## config.mk

```make
export PLATFORM = sky130hd
export DESIGN_NAME = persona_reload_sequencer_flat
export DESIGN_NICKNAME = d
export VERILOG_FILES = /design/src/rtl/core/prs_pkg.sv /design/src/rtl/core/prs_if.sv /design/src/rtl/core/persona_reload_sequencer.sv /design/src/flat_wrapper.sv
export SDC_FILE = /design/constraint.sdc
export NUM_CORES = 1
export LEC_CHECK = 0
export ABC_AREA = 1
export BUFFER_PORTS_ARGS = -buffer_cell sky130_fd_sc_hd__buf_2
export CORE_MARGIN = 2
export CORE_UTILIZATION = 55
export DETAILED_ROUTE_END_ITERATION = 10
export PLACE_DENSITY = 0.92
export SLEW_MARGIN = 20
export SYNTH_ARGS = -nofsm -noshare
export SYNTH_HDL_FRONTEND = slang
export SYNTH_SLANG_ARGS = --single-unit
```

## constraint.sdc

```tcl
create_clock -name clk -period 1.86 [get_ports clk]
set_input_delay 0 -clock clk [delete_from_list [all_inputs] [get_ports clk]]
set_output_delay 0 -clock clk [all_outputs]
set_load 0.03 [all_outputs]
```

## src/rtl/core/prs_pkg.sv

```systemverilog
// ----------------------------------------------------------------------------
// prs_pkg
// shared codes, widths and defaults of the persona reload sequencer
// ----------------------------------------------------------------------------
package prs_pkg;

    localparam int OPCODE_W       = 4;
    localparam int PERSONA_W      = 8;
    localparam int STATE_W        = 3;
    localparam int ERROR_W        = 3;
    localparam int COUNT_W        = 32;
    localparam int PERSONA_BITS_D = 8;

    typedef logic [OPCODE_W-1:0]  opcode_t;
    typedef logic [PERSONA_W-1:0] persona_t;
    typedef logic [STATE_W-1:0]   state_t;
    typedef logic [ERROR_W-1:0]   error_t;
    typedef logic [COUNT_W-1:0]   count_t;

    localparam opcode_t OP_RESET       = 4'd0;
    localparam opcode_t OP_REQUEST     = 4'd1;
    localparam opcode_t OP_INVALID     = 4'd2;
    localparam opcode_t OP_BUSY        = 4'd3;
    localparam opcode_t OP_RETAIN      = 4'd4;
    localparam opcode_t OP_VALID       = 4'd5;
    localparam opcode_t OP_QUIESCED    = 4'd6;
    localparam opcode_t OP_UNLOADED    = 4'd7;
    localparam opcode_t OP_LOADED      = 4'd8;
    localparam opcode_t OP_LOAD_FAILED = 4'd9;
    localparam opcode_t OP_RB_LOADED   = 4'd10;
    localparam opcode_t OP_RB_FAILED   = 4'd11;

    localparam state_t ST_STOPPED    = 3'd0;
    localparam state_t ST_ACTIVE     = 3'd1;
    localparam state_t ST_VALIDATING = 3'd2;
    localparam state_t ST_QUIESCING  = 3'd3;
    localparam state_t ST_UNLOADING  = 3'd4;
    localparam state_t ST_LOADING    = 3'd5;
    localparam state_t ST_ROLLBACK   = 3'd6;
    localparam state_t ST_FAULT      = 3'd7;

    localparam error_t ER_NONE       = 3'd0;
    localparam error_t ER_INVALID    = 3'd1;
    localparam error_t ER_BUSY       = 3'd2;
    localparam error_t ER_LOAD       = 3'd3;
    localparam error_t ER_ROLLBACK   = 3'd4;
    localparam error_t ER_TRANSITION = 3'd5;

endpackage

```

## src/rtl/core/prs_if.sv

```systemverilog
// ----------------------------------------------------------------------------
// prs_event_if / prs_status_if
// valid/ready channels for event items and status results
// ----------------------------------------------------------------------------
interface prs_event_if
    import prs_pkg::*;
();
    logic     valid;
    logic     ready;
    opcode_t  opcode;
    persona_t wanted_persona;

    modport source (output valid, output opcode, output wanted_persona, input ready);
    modport sink   (input valid, input opcode, input wanted_persona, output ready);
endinterface

interface prs_status_if
    import prs_pkg::*;
();
    logic     valid;
    logic     ready;
    logic     accepted;
    state_t   new_state;
    error_t   error_code;
    persona_t active_persona;
    persona_t goal_persona;
    persona_t fallback_persona;
    count_t   transition_count;

    modport source (
        output valid, output accepted, output new_state, output error_code,
        output active_persona, output goal_persona, output fallback_persona,
        output transition_count, input ready
    );
    modport sink (
        input valid, input accepted, input new_state, input error_code,
        input active_persona, input goal_persona, input fallback_persona,
        input transition_count, output ready
    );
endinterface

```

## src/rtl/core/persona_reload_sequencer.sv

```systemverilog
// ----------------------------------------------------------------------------
// persona_reload_sequencer
// event-driven sequencer for safe persona (function image) swaps
// ----------------------------------------------------------------------------
// One event transfer is taken per cycle and yields one status result offered in the
// next cycle. The next state is a single pass of combinational logic from the
// state registers and the event payload into the state and status registers;
// the event side stays ready while the status register is empty or is being
// drained, so a stalled status sink is the only thing that slows the block.
// A write to the boot persona register restarts the sequencer with that
// persona and clears the count, the error and the saved personas.
module persona_reload_sequencer
    import prs_pkg::*;
#(
    parameter int PERSONA_BITS = PERSONA_BITS_D
)(
    input  logic                 clk,
    input  logic                 rst_n,
    input  logic                 cfg_we,
    input  logic [PERSONA_W-1:0] cfg_wdata,
    prs_event_if.sink            evt,
    prs_status_if.source         status
);

    typedef logic [PERSONA_BITS-1:0] img_t;

    state_t st_reg, st_next;
    img_t   cur_reg, cur_next;
    img_t   prev_reg, prev_next;
    img_t   tgt_reg, tgt_next;
    error_t err_reg, err_next;
    count_t cnt_reg, cnt_next;
    logic   ok;

    logic     out_valid_reg;
    logic     out_ok_reg;
    logic     in_fire;
    img_t     req_img;
    img_t     boot_img;
    logic [31:0] cur_wide, tgt_wide, prev_wide;

    assign in_fire   = evt.valid && evt.ready;
    assign evt.ready = !out_valid_reg || status.ready;
    assign req_img   = PERSONA_BITS'(32'(evt.wanted_persona));
    assign boot_img  = PERSONA_BITS'(32'(cfg_wdata));

    always_comb
    begin
        st_next   = st_reg;
        cur_next  = cur_reg;
        prev_next = prev_reg;
        tgt_next  = tgt_reg;
        err_next  = err_reg;
        cnt_next  = cnt_reg + 32'd1;
        ok        = 1'b1;
        unique case (st_reg) inside
            ST_STOPPED, ST_ACTIVE:
            begin
                if (evt.opcode == OP_RESET)
                begin
                    st_next   = ST_STOPPED;
                    cur_next  = '0;
                    prev_next = '0;
                    tgt_next  = '0;
                    err_next  = ER_NONE;
                    cnt_next  = '0;
                end
                else if (evt.opcode == OP_REQUEST)
                begin
                    prev_next = cur_reg;
                    tgt_next  = req_img;
                    st_next   = ST_VALIDATING;
                    err_next  = ER_NONE;
                end
                else
                begin
                    ok = 1'b0;
                end
            end
            ST_VALIDATING:
            begin
                if (evt.opcode == OP_INVALID || evt.opcode == OP_BUSY)
                begin
                    tgt_next = cur_reg;
                    st_next  = (cur_reg == '0) ? ST_STOPPED : ST_ACTIVE;
                    err_next = (evt.opcode == OP_INVALID) ? ER_INVALID : ER_BUSY;
                end
                else if (evt.opcode == OP_RETAIN && tgt_reg == cur_reg)
                begin
                    st_next  = ST_ACTIVE;
                    err_next = ER_NONE;
                end
                else if (evt.opcode == OP_VALID)
                begin
                    st_next  = ST_QUIESCING;
                    err_next = ER_NONE;
                end
                else
                begin
                    ok = 1'b0;
                end
            end
            ST_QUIESCING:
            begin
                if (evt.opcode == OP_QUIESCED)
                begin
                    st_next  = ST_UNLOADING;
                    err_next = ER_NONE;
                end
                else
                begin
                    ok = 1'b0;
                end
            end
            ST_UNLOADING:
            begin
                if (evt.opcode == OP_UNLOADED)
                begin
                    st_next  = ST_LOADING;
                    err_next = ER_NONE;
                end
                else
                begin
                    ok = 1'b0;
                end
            end
            ST_LOADING:
            begin
                if (evt.opcode == OP_LOADED)
                begin
                    cur_next = tgt_reg;
                    st_next  = ST_ACTIVE;
                    err_next = ER_NONE;
                end
                else if (evt.opcode == OP_LOAD_FAILED)
                begin
                    st_next  = ST_ROLLBACK;
                    err_next = ER_LOAD;
                end
                else
                begin
                    ok = 1'b0;
                end
            end
            ST_ROLLBACK:
            begin
                if (evt.opcode == OP_RB_LOADED)
                begin
                    cur_next = prev_reg;
                    tgt_next = prev_reg;
                    st_next  = (prev_reg == '0) ? ST_STOPPED : ST_ACTIVE;
                    err_next = ER_LOAD;
                end
                else if (evt.opcode == OP_RB_FAILED)
                begin
                    cur_next = '0;
                    tgt_next = '0;
                    st_next  = ST_FAULT;
                    err_next = ER_ROLLBACK;
                end
                else
                begin
                    ok = 1'b0;
                end
            end
            ST_FAULT:
            begin
                if (evt.opcode == OP_RESET)
                begin
                    st_next   = ST_STOPPED;
                    cur_next  = '0;
                    prev_next = '0;
                    tgt_next  = '0;
                    err_next  = ER_NONE;
                    cnt_next  = '0;
                end
                else
                begin
                    ok = 1'b0;
                end
            end
        endcase
        // illegal event: personas untouched
        if (!ok)
        begin
            st_next   = ST_FAULT;
            err_next  = ER_TRANSITION;
            cur_next  = cur_reg;
            prev_next = prev_reg;
            tgt_next  = tgt_reg;
        end
    end

    // sequencer state
    always_ff @(posedge clk or negedge rst_n)
    begin
        if (!rst_n)
        begin
            st_reg   <= ST_STOPPED;
            cur_reg  <= '0;
            prev_reg <= '0;
            tgt_reg  <= '0;
            err_reg  <= ER_NONE;
            cnt_reg  <= '0;
        end
        else if (cfg_we)
        begin
            st_reg   <= (boot_img == '0) ? ST_STOPPED : ST_ACTIVE;
            cur_reg  <= boot_img;
            prev_reg <= '0;
            tgt_reg  <= '0;
            err_reg  <= ER_NONE;
            cnt_reg  <= '0;
        end
        else if (in_fire)
        begin
            st_reg   <= st_next;
            cur_reg  <= cur_next;
            prev_reg <= prev_next;
            tgt_reg  <= tgt_next;
            err_reg  <= err_next;
            cnt_reg  <= cnt_next;
        end
    end

    // status register
    always_ff @(posedge clk or negedge rst_n)
    begin
        if (!rst_n)
        begin
            out_valid_reg <= 1'b0;
        end
        else if (in_fire)
        begin
            out_valid_reg <= 1'b1;
        end
        else if (status.ready)
        begin
            out_valid_reg <= 1'b0;
        end
    end

    always_ff @(posedge clk)
    begin
        if (in_fire)
        begin
            out_ok_reg <= ok;
        end
    end

    assign cur_wide  = 32'(cur_reg);
    assign tgt_wide  = 32'(tgt_reg);
    assign prev_wide = 32'(prev_reg);

    assign status.valid            = out_valid_reg;
    assign status.accepted         = out_ok_reg;
    assign status.new_state        = st_reg;
    assign status.error_code       = err_reg;
    assign status.active_persona   = cur_wide[PERSONA_W-1:0];
    assign status.goal_persona     = tgt_wide[PERSONA_W-1:0];
    assign status.fallback_persona = prev_wide[PERSONA_W-1:0];
    assign status.transition_count = cnt_reg;

`ifndef NO_ASSERTIONS
    a_reject_faults: assert property (@(posedge clk) disable iff (!rst_n)
        (out_valid_reg && !out_ok_reg) |-> (st_reg == ST_FAULT))
        else $error("rejected event did not leave fault state");

    a_count_steps: assert property (@(posedge clk) disable iff (!rst_n)
        (in_fire && !cfg_we && !(evt.opcode == OP_RESET &&
            (st_reg == ST_STOPPED || st_reg == ST_ACTIVE || st_reg == ST_FAULT)))
        |=> (cnt_reg == $past(cnt_reg) + 32'd1))
        else $error("transition count did not advance");

    a_fault_error: assert property (@(posedge clk) disable iff (!rst_n)
        (st_reg == ST_FAULT) |-> (err_reg == ER_ROLLBACK || err_reg == ER_TRANSITION))
        else $error("fault state without a fault error");

    a_stopped_empty: assert property (@(posedge clk) disable iff (!rst_n)
        (st_reg == ST_STOPPED) |-> (cur_reg == '0))
        else $error("stopped state with a nonzero persona");
`endif

endmodule
```

## src/flat_wrapper.sv

```systemverilog
// flat-port wrapper written by rule: the top's interface ports become plain ports
module persona_reload_sequencer_flat import prs_pkg::*;
#(
    parameter int PERSONA_BITS = PERSONA_BITS_D
)
  (clk, rst_n, cfg_we, cfg_wdata, evt_valid, evt_opcode, evt_wanted_persona, evt_ready, status_valid, status_accepted, status_new_state, status_error_code, status_active_persona, status_goal_persona, status_fallback_persona, status_transition_count, status_ready);
  prs_event_if evt_i ();
  prs_status_if status_i ();
  input  logic clk;
  input  logic rst_n;
  input  logic cfg_we;
  input  logic [PERSONA_W-1:0] cfg_wdata;
  input wire logic [$bits(evt_i.valid)-1:0] evt_valid;
  input wire logic [$bits(evt_i.opcode)-1:0] evt_opcode;
  input wire logic [$bits(evt_i.wanted_persona)-1:0] evt_wanted_persona;
  output wire logic [$bits(evt_i.ready)-1:0] evt_ready;
  output wire logic [$bits(status_i.valid)-1:0] status_valid;
  output wire logic [$bits(status_i.accepted)-1:0] status_accepted;
  output wire logic [$bits(status_i.new_state)-1:0] status_new_state;
  output wire logic [$bits(status_i.error_code)-1:0] status_error_code;
  output wire logic [$bits(status_i.active_persona)-1:0] status_active_persona;
  output wire logic [$bits(status_i.goal_persona)-1:0] status_goal_persona;
  output wire logic [$bits(status_i.fallback_persona)-1:0] status_fallback_persona;
  output wire logic [$bits(status_i.transition_count)-1:0] status_transition_count;
  input wire logic [$bits(status_i.ready)-1:0] status_ready;
  assign evt_i.valid = evt_valid;
  assign evt_i.opcode = evt_opcode;
  assign evt_i.wanted_persona = evt_wanted_persona;
  assign evt_ready = evt_i.ready;
  assign status_valid = status_i.valid;
  assign status_accepted = status_i.accepted;
  assign status_new_state = status_i.new_state;
  assign status_error_code = status_i.error_code;
  assign status_active_persona = status_i.active_persona;
  assign status_goal_persona = status_i.goal_persona;
  assign status_fallback_persona = status_i.fallback_persona;
  assign status_transition_count = status_i.transition_count;
  assign status_i.ready = status_ready;
  persona_reload_sequencer #(.PERSONA_BITS(PERSONA_BITS)) u_core (.clk(clk), .rst_n(rst_n), .cfg_we(cfg_we), .cfg_wdata(cfg_wdata), .evt(evt_i), .status(status_i));
endmodule
```

After elaboration in Yosys (flattened, before gate mapping)
Index checks and enable logic that the tools add are counted.

Add/subtract/negate cells: 1. Equality and inequality tests: 32. Muxes and demuxes: 75. Reduce and logical (&&, ||, !) cells: 22.

Operator list (count): $mux 8 (18); $mux 32 (4); $mux 3 (29); $pmux 3 s7 (2); $add 32x1->32 const B (1); $pmux 8 s4 (1); $logic_not 8->1 (3); $pmux 8 s3 (1); $mux 1 (17); $eq 4x3->1 const B (4); $eq 4x4->1 const B (4); $ne 4x4->1 const B (4); $pmux 8 s2 (1); $ne 5x5->1 const B (3); $eq 3x3->1 const B (4); $ne 3x3->1 const B (3); $eq 4x2->1 const B (2); $eq 8x8->1 (1); $reduce_and 8->1 (1); $pmux 1 s7 (1); $reduce_and 7->1 (1); $eq 3x2->1 const B (2); $ne 6x6->1 const B (1); $reduce_and 6->1 (1); 17 further kinds (21).

Register bits: 64. Input port bits: 25. Output and inout bits: 65.

Depth between registers and ports, before layout
Gate-level depths: netlist of the first run.

Depth in word-level cells: 8. Depth in mapped cells: 13. Depth with buffers taken out: 13.

Least setup slack after synthesis of the first run
No wires, ideal clock.

Path type: register -> register. Start point: reg u_core.cnt_reg[0] (netlist: u_core.status.transition_count[0]). End point: reg u_core.cnt_reg[30] (netlist: u_core.status.transition_count[30]). Setup time: 0.121 ns. Data arrival time: 1.787 ns. Path slack: -0.049 ns. Stages on the path, launching flop included: 11. Buffers on the path: 0. Clock period less this slack: 1.909 ns. Cells stage by stage: dfrtp_1 > ha_1 > nand3_1 > nor3_2 > nand2_1 > nor3_2 > nand2_1 > nor2_1 > nand3_1 > nand2_1 > nor2_1.

Longest elaborated chain between the ends: 5.

RTL lines: start: declaration (line persona_reload_sequencer.sv:32) `count_t cnt_reg, cnt_next;`; start signal: assignment (line persona_reload_sequencer.sv:222) `cnt_reg <= cnt_next;`; $add 32x1->32 (*) (line persona_reload_sequencer.sv:54) `cnt_next = cnt_reg + 32'd1;`; $mux 32 (line persona_reload_sequencer.sv:59, persona_reload_sequencer.sv:168); $mux 32 (*); $mux 32 (*) (line persona_reload_sequencer.sv:215) `else if (in_fire)`; $mux 32 (*) (line persona_reload_sequencer.sv:206) `else if (cfg_we)`.

Every way passes the cells marked *; elsewhere a longest branch is shown, timed or not. The select of a mux whose other input is x is not followed. A chain may end at the register's enable or synchronous reset.

Final worst setup path of the first run
Start point: reg u_core.cnt_reg[0] (netlist: u_core.status.transition_count[0]). End point: reg u_core.cnt_reg[22] (netlist: u_core.status.transition_count[22]).

The elaborated chain is that of the path after synthesis.

==> results of run 1 <==
==> area by class of cell <==
cell class / count / area (sq um)
Inverter: 87 / 329
Multi-Input combinational cell: 444 / 2490
Fill cell: 571 / 1930
Clock buffer: 12 / 145
Timing Repair Buffer: 147 / 955
Sequential cell: 64 / 1620
Tap cell: 102 / 128
Clock inverter: 3 / 42.5
==> cells in the final DEF, fill, tap and decap left out, types with 14 or more instances in the layout <==
cell     netlist  final
o21ai_0       34     32
a21oi_1       23     23
buf_4          2     48
buf_2          5     89
nand2_1      157    148
o21ai_2       16     17
dfrtp_1       63     52
inv_1         82     77
nor2_1        65     55
nand3_1       55     47
nand2_2        6     14
==> per-layer routing <==
metal,GRT usage [%],vias up,share of wire [%]
li1,-,2275,-
met1,43.8,2256,41
met2,49.1,293,48
met3,5.04,31,8.9
met4,13.7,0,2.3
met5,0,-,0
==> cells in the mapped netlist (5+ instances only) <==
library cell	count	area, sq um
o21ai_2	16	140
nor3_1	13	65.1
nand4_1	12	75.1
inv_2	5	18.8
nor4_1	7	43.8
nand2_1	157	589
nor3_2	6	60.1
inv_1	82	308
xor2_1	9	78.8
buf_2	5	25.0
o21ai_0	34	170
a21oi_1	23	115
nor2_1	65	244
nor2_2	6	37.5
nand2_2	6	37.5
dfrtp_1	63	1580
a31o_2	6	52.6
nand3_1	55	275
==> sequential cells by signal (all words and copies together) (netlist names) <==
| signal | flops |
|---|---|
| u_core.status.accepted | 1 |
| u_core.status.valid | 1 |
| u_core.status.fallback_persona | 8 |
| u_core.status.transition_count | 32 |
| u_core.status.goal_persona | 8 |
| u_core.status.error_code | 3 |
| u_core.status.active_persona | 8 |
| u_core.status.new_state | 3 |
==> per-stage QoR <==
stage / std cells / setup TNS (ns) / power (mW) / util (%)
4_1_cts: 843 / -0.0128 / 5.73 / 70.0
2_1_floorplan: 608 / 0 / 3.63 / -
3_5_place_dp: 824 / -0.429 / 4.49 / 66.7
5_1_grt: 859 / -0.873 / 6.35 / 74.7
6_report: 859 / 0 / 6.03 / 74.7
3_3_place_gp: 824 / -0.0557 / 4.42 / 66.7
==> tightest hold or removal path: stages <==
cell	delay (ns)
buf_2	0.10
nand2_1	0.06
nand2_1	0.07
nand2_1	0.06
nand2_1	0.05
==> cell families (layout without fill, tap and decap cells) <==
group | Yosys count | after routing | synth area share, %
and+or+nand+nor | 341 | 341 | 37.0
xor gates and xnor gates | 10 | 10 | 2.04
muxes | 1 | 1 | 0.233
AOI/OAI and AO/OA | 91 | 91 | 13.6
buffers and inverters | 100 | 249 | 9.41
adders and majority gates | 1 | 1 | 0.291
DFF | 64 | 64 | 37.4
==> power by group through the flow <==
stage | Sequential, mW | Clock (mW) | Combinational [mW]
floorplan | 2.47 | 0 | 1.16
global placement | 2.00 | 0 | 2.42
detailed placement | 2.01 | 0 | 2.48
CTS | 1.99 | 1.21 | 2.53
global route | 2.07 | 1.29 | 2.99
finish | 2.04 | 1.22 | 2.77
==> what timing repair did <==
action / CTS / global route
resized for setup: 4 / 65
cloned: 0 / 1
hold endpoints to repair: 64 / 0
hold buffers: 3 / 0
endpoints found under the setup margin: 20 / 40
pin swaps: 2 / 22
setup buffers: 1 / 16
==> worst max path at each step <==
stage | startpoint | endpoint | slack, ns
after floorplan | u_core.status.new_state[0] | u_core.status.goal_persona[6] | 0.01
after global placement | u_core.status.transition_count[0] | u_core.status.transition_count[30] | -0.06
after detailed placement | u_core.status.transition_count[0] | u_core.status.transition_count[30] | -0.12
after CTS | u_core.status.transition_count[0] | u_core.status.transition_count[30] | -0.01
after global routing | u_core.status.transition_count[0] | u_core.status.transition_count[30] | -0.15
final | u_core.status.transition_count[0] | u_core.status.transition_count[22] | 0.02
==> summary.txt, run 1 <==
Worst setup path
  – Worst-path fanout max: 5
  – Worst Setup Start Kind: register
  – CP peak stage delay: 0.45 ns
  – Stages on worst setup path: 10
  – CP delay by family, top: simple AND/OR/NAND/NOR gates
  – Worst R2R Start: u_core.status.transition_count[0]
  – Flop-to-flop setup slack: 0.02 ns
  – Endpoint class of the critical path: register
  – Reg2Reg Depth: 10
  – Cell breakdown of the critical path: ha_4, nand3_4, nor3_4, nand2_2, nor3_4, nand2_2, nor2_4, buf_4, o21ai_0, nor2_1
  – Worst path bufs/invs: 1
  – Worst path required time: 2.14 ns
  – Critical path class: register to register
  – Worst endpoint data arrival time: 2.12 ns
  – Worst path slowest cell: dfrtp_2
  – Worst R2R End: u_core.status.transition_count[22]

Clocking
  – Clock buffer depth: 2
  – Clock Latency Late Sink: 0.35 ns
  – CTS Buf Count: 9
  – CTS root buf: clkbuf_8
  – CTS tree: done
  – CTS clk-pin slew, worst paths: 0.07 ns
  – CTS H-tree depth: 3
  – Sink Count: 64

Hold path
  – Worst hold stages: 5
  – Worst Hold Class: primary input to register
  – Worst Hold Endpoint: u_core.status.active_persona[3]
  – Hold Startpoint: cfg_wdata[3]

Logic synthesis
  – Post-Syn Area per Cell: 7.06 sq um
  – Yosys reg bits: 64
  – Post-synthesis sequential area ratio: 37.4%
  – Post-Synthesis Cell Area: 4290 sq um
  – Number of enable flip-flop cells after synthesis: 1
  – Syn Inst Count: 608
  – Post-Syn Nets: 634
  – Main synth FF type: dfrtp_1
  – Synth Warn #: 0
  – Distinct cells, synth: 41
  – Async set-reset flop share out of synthesis: 98.4%

Global route
  – First-pass GRT wire length: 21300 um
  – Grt total ovfl: 0
  – Largest net degree at the start of global routing: 64
  – Vias in the first global route: 4390
  – Number of antenna violations at the first check in global routing: 0
  – Overall routing resource usage: 31.6%

Route
  – # DRC: 0
  – Via density: 5.65
  – Wirelength, routed: 13900 um
  – Initial DRC count: 408
  – Routed len/inst: 16.2 um
  – First-pass DRT Iterations: 5
  – Final ANT Viol Nets: 0
  – Vias: 4855

Power
  – Gate power share: 46.0%
  – VDD IR max: 0.929 mV
  – Internal Pwr Total: 3.30 mW
  – Clock share of power: 20.2%
  – Share of power burned in registers: 33.9%
  – Power per cell area: 1060 nW/um^2
  – Switching Fraction: 45.4%
  – Net Switching: 2.74 mW
  – Leakage: 2.89 nW

Timing
  – Hold slack: 0.0264 ns
  – Slew HR: 58.1%
  – Max frequency: 543 MHz
  – Min Clock Period, post-route: 1.84 ns
  – Unrepaired setup endpoints after global routing: true
  – Final hold vios: 0
  – Worst-Margin Slew: 0.626 ns
  – Slew Viols, Final: 0
  – Final setup fails: 0
  – Period Utilization, post-route: 99.0%
  – Post-route setup slack: 0.0192 ns
  – Clock skew: 0.0100 ns

Layout
  – Post-route cell area: 5710 sq um
  – Synth-to-Final Area Change: 33.0%
  – Layout cells sized above 1: 34.3%
  – ANT cells: 0
  – Final Net Count: 779

Floorplanning
  – Die width: 92.4 um
  – Floorplan row count: 32
  – Core box area: 7650 sq um
  – Initial Util: 56.2%
  – # IOs: 90
  – Die boundary height: 92.4 um
  – Die ar.: 8530 sq um

Placement
  – Post-DP HPWL: 9880 um
  – Dpl ws: -0.116 ns
  – RePlAce Congestion: 0.939
  – Port Buffers: 89
  – Placed Instance Area: 5100 sq um

Run status
  – Outcome: complete, no violations

Run
  – Max Cap Viol: 0
Power figures use the tool's default switching activity.
==> run 2: changes to the inputs <==
--- a/config.mk
+++ b/config.mk
@@ -7,8 +7,10 @@
 export LEC_CHECK = 0
 export ABC_AREA = 1
 export BUFFER_PORTS_ARGS = -buffer_cell sky130_fd_sc_hd__buf_2
+export CELL_PAD_IN_SITES_DETAIL_PLACEMENT = 0
+export CELL_PAD_IN_SITES_GLOBAL_PLACEMENT = 1
 export CORE_MARGIN = 2
-export CORE_UTILIZATION = 55
+export CORE_UTILIZATION = 39
 export DETAILED_ROUTE_END_ITERATION = 10
 export PLACE_DENSITY = 0.92
 export SLEW_MARGIN = 20
==> run 2 against run 1 <==
  * Clock skew decreased by 0.0023 ns
  * Worst setup slack got worse by 0.0096 ns
  * First-iteration DRC count decreased by 10%
  * Power decreased by 0.34%
  * Sequential cell count unchanged
  * Largest power group unchanged
==> summary.txt, run 2 (synthesized netlist as in run 1, its figures left out) <==
Run status
  – Outcome: complete, no violations (unchanged)

Global route
  – Number of antenna violations at the first check in global routing: 0 (unchanged)
  – Grt total ovfl: 0 (unchanged)
  – First-pass GRT wire length: 21500 um (was 21300 um)
  – Overall routing resource usage: 23.3% (was 31.6%)
  – Largest net degree at the start of global routing: 34 (was 64)
  – Vias in the first global route: 4463 (was 4390)

Timing
  – Period Utilization, post-route: 99.5% (was 99.0%)
  – Worst-Margin Slew: 0.590 ns (was 0.626 ns)
  – Hold slack: 0.0401 ns (was 0.0264 ns)
  – Max frequency: 540 MHz (was 543 MHz)
  – Min Clock Period, post-route: 1.85 ns (was 1.84 ns)
  – Slew Viols, Final: 0 (unchanged)
  – Slew HR: 60.5% (was 58.1%)
  – Final setup fails: 0 (unchanged)
  – Unrepaired setup endpoints after global routing: true (unchanged)
  – Clock skew: 0.00777 ns (was 0.0100 ns)
  – Final hold vios: 0 (unchanged)

Power
  – Leakage: 2.95 nW (was 2.89 nW)
  – Net Switching: 2.74 mW (about the same)
  – VDD IR max: 0.791 mV (was 0.929 mV)
  – Clock share of power: 20.2% (about the same)
  – Final Power: 6.01 mW (was 6.03 mW)
  – Gate power share: 45.9% (was 46.0%)
  – Share of power burned in registers: 33.9% (about the same)
  – Internal Pwr Total: 3.27 mW (was 3.30 mW)
  – Power per cell area: 1030 nW/um^2 (was 1060 nW/um^2)
  – Switching Fraction: 45.6% (was 45.4%)

Route
  – Initial DRC count: 366 (was 408)
  – Routed len/inst: 15.2 um (was 16.2 um)
  – Via density: 5.25 (was 5.65)
  – First-pass DRT Iterations: 5 (unchanged)
  – Final ANT Viol Nets: 0 (unchanged)
  – # DRC: 0 (unchanged)
  – Wirelength, routed: 13800 um (was 13900 um)
  – Vias: 4750 (was 4855)

Worst setup path
  – Critical path class: register to register (unchanged)
  – Worst Setup Start Kind: register (unchanged)
  – Flop-to-flop setup slack: 0.01 ns (was 0.02 ns)
  – Reg2Reg Depth: 11 (was 10)
  – Worst endpoint data arrival time: 2.09 ns (was 2.12 ns)
  – CP Capture Point: u_core.status.transition_count[25] (was u_core.status.transition_count[22])
  – Worst-path fanout max: 5 (unchanged)
  – Setup crit start: u_core.status.transition_count[7] (was u_core.status.transition_count[0])
  – Worst R2R End: u_core.status.transition_count[25] (was u_core.status.transition_count[22])
  – Worst path required time: 2.10 ns (was 2.14 ns)
  – Worst R2R Start: u_core.status.transition_count[7] (was u_core.status.transition_count[0])
  – Endpoint class of the critical path: register (unchanged)

Floorplanning
  – Die ar.: 11900 sq um (was 8530 sq um)
  – Core box area: 10800 sq um (was 7650 sq um)
  – Floorplan row count: 38 (was 32)
  – Die width: 109 um (was 92.4 um)
  – Die boundary height: 109 um (was 92.4 um)
  – # IOs: 90 (unchanged)
  – Initial Util: 39.8% (was 56.2%)

Clocking
  – CTS clk-pin slew, worst paths: 0.07 ns (about the same)
  – CTS root buf: clkbuf_8 (unchanged)
  – Clock buffer depth: 2 (unchanged)
  – CTS H-tree depth: 3 (unchanged)
  – Sink Count: 64 (unchanged)
  – Clock Latency Late Sink: 0.35 ns (about the same)
  – CTS Buf Count: 9 (unchanged)
  – CTS tree: done (unchanged)

Layout
  – Commonest non-fill, non-tap cells in the layout: nand2_1 (146), buf_2 (89), inv_1 (79) (was nand2_1 (148), buf_2 (89), inv_1 (77))
  – Synth-to-Final Area Change: 36.0% (was 33.0%)
  – ANT cells: 0 (unchanged)
  – Most common cell after layout, fill and taps aside: nand2_1 (unchanged)
  – Post-route cell area: 5840 sq um (was 5710 sq um)
  – Largest register FFs: 32 (unchanged)
  – Final Net Count: 785 (was 779)
  – Layout cells sized above 1: 34.7% (was 34.3%)

Placement
  – Post-DP HPWL: 10100 um (was 9880 um)
  – RePlAce Congestion: 0.951 (was 0.939)
  – Placed Instance Area: 5100 sq um (about the same)
  – Port Buffers: 89 (unchanged)

Run
  – Max Cap Viol: 0 (unchanged)

Hold path
  – Worst Hold Class: primary input to register (unchanged)
-- run 2: cell count changes in the layout (fill, tap and decap cells not counted), sizes merged --
cell / previous run / this run
buf: 143 / 147
clkbuf: 13 / 10
clkinv: 1 / 4
clkinvlp: 1 / 2
dlygate4sd3: 3 / 5
-- run 2: cell type report --
class / instances / area [sq um]
inverter: 87 / 329
tap: 140 / 175
timing repair buffer: 153 / 1000
multi-input combinational: 444 / 2520
clock buffer: 9 / 124
clock inverter: 7 / 72.6
sequential: 64 / 1620
fill: 1022 / 4950
-- run 2: how the worst min path moves through the flow --
stage / cells past startpoint / slack, ns / startpoint / endpoint
after global routing: 4 / 0.06 / evt_wanted_persona[1] / u_core.status.goal_persona[1]
after global placement: 1 / -0.10 / rst_n / u_core.status.transition_count[10]
after CTS: 5 / 0.03 / evt_wanted_persona[6] / u_core.status.goal_persona[6]
after detailed placement: 1 / -0.1 / rst_n / u_core.status.transition_count[10]
final: 5 / 0.04 / evt_wanted_persona[0] / u_core.status.goal_persona[0]
after floorplan: 0 / -0.30 / rst_n / u_core.status.active_persona[0]
-- run 2: timing repair --
item | CTS | global route
setup endpoints to repair | 20 | 41
gates resized for setup | 4 | 65
endpoints found under the hold margin | 66 | 0
gates cloned | 0 | 1
hold buffers | 5 | 0
pin swaps | 1 | 23
setup buffers | 1 | 27
-- run 2: through the flow --
step | cells | TNS [ns] | setup WS (ns) | util [%]
global route | 904 | -0.761 | -0.110 | 54.1
detailed placement | 855 | -0.236 | -0.0558 | 47.2
floorplan | 608 | 0 | 0.0145 | -
global placement | 855 | 0 | 0.00268 | 47.2
CTS | 877 | 0 | 0.00741 | 49.8
finish | 904 | 0 | 0.00965 | 54.1
-- run 2: critical path, cell delays in order, from the launching register on --
cell and delay (ns):
dfrtp_1 0.44, nand2_1 0.12, inv_1 0.12, nand2_1 0.09, inv_1 0.11, nand3_2 0.10, nor3_4 0.19, nand2_2 0.11
nor3_4 0.26, nand3_1 0.10, nand2_1 0.08, nor2_1 0.04
-- run 2: routing by layer --
| metal | GRT usage [%] | part of all wire (%) | up-vias | routed length, um |
|---|---|---|---|---|
| li1 | - | - | 2286 | - |
| met1 | 32.0 | 44 | 2233 | 6120 |
| met2 | 36.4 | 47 | 187 | 6410 |
| met3 | 4.00 | 6.0 | 44 | 831 |
| met4 | 9.34 | 3.0 | 0 | 413 |
| met5 | 0 | 0 | - | 0 |
-- run 2: power by group through the flow --
stage	combinational [mW]	sequential, mW	clock (mW)
floorplan	1.16	2.47	0
global placement	2.44	2.01	0
detailed placement	2.48	2.01	0
CTS	2.53	1.99	1.23
global route	3.01	2.07	1.30
finish	2.76	2.04	1.21
==> run 3: changes to the inputs <==
==> constraint.sdc (replaced) <==
create_clock -name clk -period 1.86 [get_ports clk]
set_input_delay 0.372 -clock clk [delete_from_list [all_inputs] [get_ports clk]]
set_output_delay 0.372 -clock clk [all_outputs]
set_load 0.03 [all_outputs]
==> run 3 against run 2 <==
  * Worst hold slack worse by 0.014 ns
  * Critical path depth stayed put
  * Via count is 1.9% higher
  * Power rose by 5.5%
  * Final cell count up 2.2%
  * Sequential power hardly changed
  * First-iteration DRC count is 14% lower
  * Routed wire length increased by 1.8%
  * Count of clock-buffer cells in the layout rose by 3
==> summary.txt, run 3 (synthesized netlist as in run 1, its figures left out) <==
Clocking
  – Sink Count: 64 (unchanged)
  – CTS Buf Count: 9 (unchanged)
  – CTS root buf: clkbuf_8 (unchanged)
  – CTS tree: done (unchanged)
  – Clock Latency Late Sink: 0.36 ns (was 0.35 ns)
  – CTS H-tree depth: 3 (unchanged)
  – CTS clk-pin slew, worst paths: 0.08 ns (was 0.07 ns)
  – Clock buffer depth: 2 (unchanged)

Layout
  – ANT cells: 0 (unchanged)
  – Fillers: 976 (was 1022)
  – Layout cells sized above 1: 37.1% (was 34.7%)
  – Largest register FFs: 32 (unchanged)
  – Post-route cell area: 5990 sq um (was 5840 sq um)
  – Post-layout util: 55.5% (was 54.1%)
  – Commonest non-fill, non-tap cells in the layout: nand2_1 (138), buf_2 (89), inv_1 (80) (was nand2_1 (146), buf_2 (89), inv_1 (79))
  – Synth-to-Final Area Change: 39.4% (was 36.0%)
  – Final Net Count: 805 (was 785)
  – Most common cell after layout, fill and taps aside: nand2_1 (unchanged)

Power
  – Leakage: 3.04 nW (was 2.95 nW)
  – Final Power: 6.35 mW (was 6.01 mW)
  – VDD IR max: 0.719 mV (was 0.791 mV)
  – Power per cell area: 1060 nW/um^2 (was 1030 nW/um^2)

Route
  – Wirelength, routed: 14000 um (was 13800 um)
  – Vias: 4839 (was 4750)
  – First-pass DRT Iterations: 5 (unchanged)
  – # DRC: 0 (unchanged)
  – Routed len/inst: 15.2 um (about the same)
  – Initial DRC count: 316 (was 366)
  – Final ANT Viol Nets: 0 (unchanged)
  – Via density: 5.24 (was 5.25)

Worst setup path
  – Worst R2R End: u_core.status.goal_persona[3] (was u_core.status.transition_count[25])
  – Critical path class: register to register (unchanged)
  – Endpoint class of the critical path: register (unchanged)
  – Worst Setup Start Kind: register (unchanged)
  – Flop-to-flop setup slack: 0.06 ns (was 0.01 ns)
  – Worst-path fanout max: 8 (was 5)
  – CP Capture Point: u_core.status.goal_persona[3] (was u_core.status.transition_count[25])
  – Reg2Reg Depth: 11 (unchanged)
  – Cell breakdown of the critical path: buf_6, nand2_2, inv_2, buf_4, nand3_1, nand3b_1, inv_2, nand4_4, buf_12, nand2_2, o21ai_2 (was nand2_1, inv_1, nand2_1, inv_1, nand3_2, nor3_4, nand2_2, nor3_4, nand3_1, nand2_1, nor2_1)
  – Worst path required time: 2.10 ns (about the same)
  – CP peak stage delay: 0.51 ns (was 0.44 ns)
  – Worst R2R Start: u_core.status.new_state[2] (was u_core.status.transition_count[7])
  – Worst path slowest cell: dfrtp_2 (was dfrtp_1)
  – Worst endpoint data arrival time: 2.03 ns (was 2.09 ns)
  – Setup crit start: u_core.status.new_state[2] (was u_core.status.transition_count[7])

Timing
  – Slew Viols, Final: 0 (unchanged)
  – Post-route setup slack: 0.0643 ns (was 0.00965 ns)
  – Slew HR: 60.3% (was 60.5%)
  – Clock skew: 0.0103 ns (was 0.00777 ns)
  – Max frequency: 557 MHz (was 540 MHz)
  – Period Utilization, post-route: 96.5% (was 99.5%)
  – Unrepaired setup endpoints after global routing: true (unchanged)
  – Final hold vios: 0 (unchanged)
  – Min Clock Period, post-route: 1.80 ns (was 1.85 ns)
  – Worst-Margin Slew: 0.593 ns (was 0.590 ns)
  – Setup tns final: 0 ns (unchanged)
  – Final setup fails: 0 (unchanged)

Placement
  – Port Buffers: 89 (unchanged)
  – Post-DP HPWL: 10200 um (was 10100 um)
  – Placed Instance Area: 5360 sq um (was 5100 sq um)
  – Dpl ws: -0.0655 ns (was -0.0558 ns)
  – RePlAce Congestion: 0.923 (was 0.951)

Floorplanning
  – Die boundary height: 109 um (unchanged)
  – Floorplan row count: 38 (unchanged)
  – # IOs: 90 (unchanged)
  – Die width: 109 um (unchanged)
  – Core box area: 10800 sq um (unchanged)
  – Die ar.: 11900 sq um (unchanged)
  – Initial Util: 39.8% (unchanged)

Global route
  – Vias in the first global route: 4364 (was 4463)
  – Number of antenna violations at the first check in global routing: 0 (unchanged)
  – Overall routing resource usage: 23.1% (was 23.3%)
  – First-pass GRT wire length: 21200 um (was 21500 um)
  – Grt total ovfl: 0 (unchanged)
  – Largest net degree at the start of global routing: 64 (was 34)

Hold path
  – Worst Hold Class: primary input to async pin (was primary input to register)

Run status
  – Outcome: complete, no violations (unchanged)

Run
  – Max Cap Viol: 0 (unchanged)
[run 3: final cells by class]
cell class / count / area, sq um / share of cell area, %
clock inverter: 4 / 76.3 / 1.27
clock buffer: 12 / 145 / 2.42
tap: 140 / 175 / 2.93
multi-input combinational: 445 / 2520 / 42.0
timing repair buffer: 172 / 1120 / 18.7
sequential: 64 / 1620 / 27.0
inverter: 87 / 335 / 5.60
[run 3: critical path, delay by kind of cell (launching register included)]
family | cells | cell delay [ns]
flip-flops | 1 | 0.51
AO/OA/AOI/OAI | 1 | 0.05
AND/OR/NAND/NOR | 5 | 0.42
buffers and inverters | 5 | 0.69
[run 3: repair_timing]
item / in CTS / in global routing
setup endpoints to repair: 18 / 37
hold buffers: 0 / 0
cloned: 1 / 1
hold endpoints to repair: 0 / 0
resized for setup: 6 / 64
pin swaps: 0 / 20
setup buffers: 0 / 16
[run 3: how the worst min path moves through the flow]
stage | from | to | slack (ns) | cells past startpoint
final | rst_n | u_core.status.transition_count[13] | 0.03 | 2
after CTS | rst_n | u_core.status.transition_count[13] | 0.03 | 2
after floorplan | rst_n | u_core.status.active_persona[0] | 0.08 | 0
after detailed placement | rst_n | u_core.status.transition_count[10] | 0.42 | 2
after global placement | rst_n | u_core.status.transition_count[10] | 0.41 | 2
after global routing | rst_n | u_core.status.transition_count[13] | 0.05 | 2
[run 3: report_power, final]
group	switching (mW)	total, mW	internal (mW)
combinational	1.83	2.92	1.08
sequential	0.360	2.03	1.67
clock	0.603	1.40	0.798
[run 3: stage by stage]
step,hold WS [ns],std cells
floorplan,0.0764,608
global placement,0.412,890
detailed placement,0.422,890
CTS,0.0350,907
global route,0.0500,924
finish,0.0259,924
[run 3: per-layer routing]
layer | vias up | track usage, % | part of all wire [%]
met5 | - | 0 | 0
met4 | 0 | 10.7 | 2.3
met3 | 32 | 2.81 | 5.8
met2 | 195 | 36.6 | 48
met1 | 2280 | 31.6 | 44
li1 | 2332 | - | -
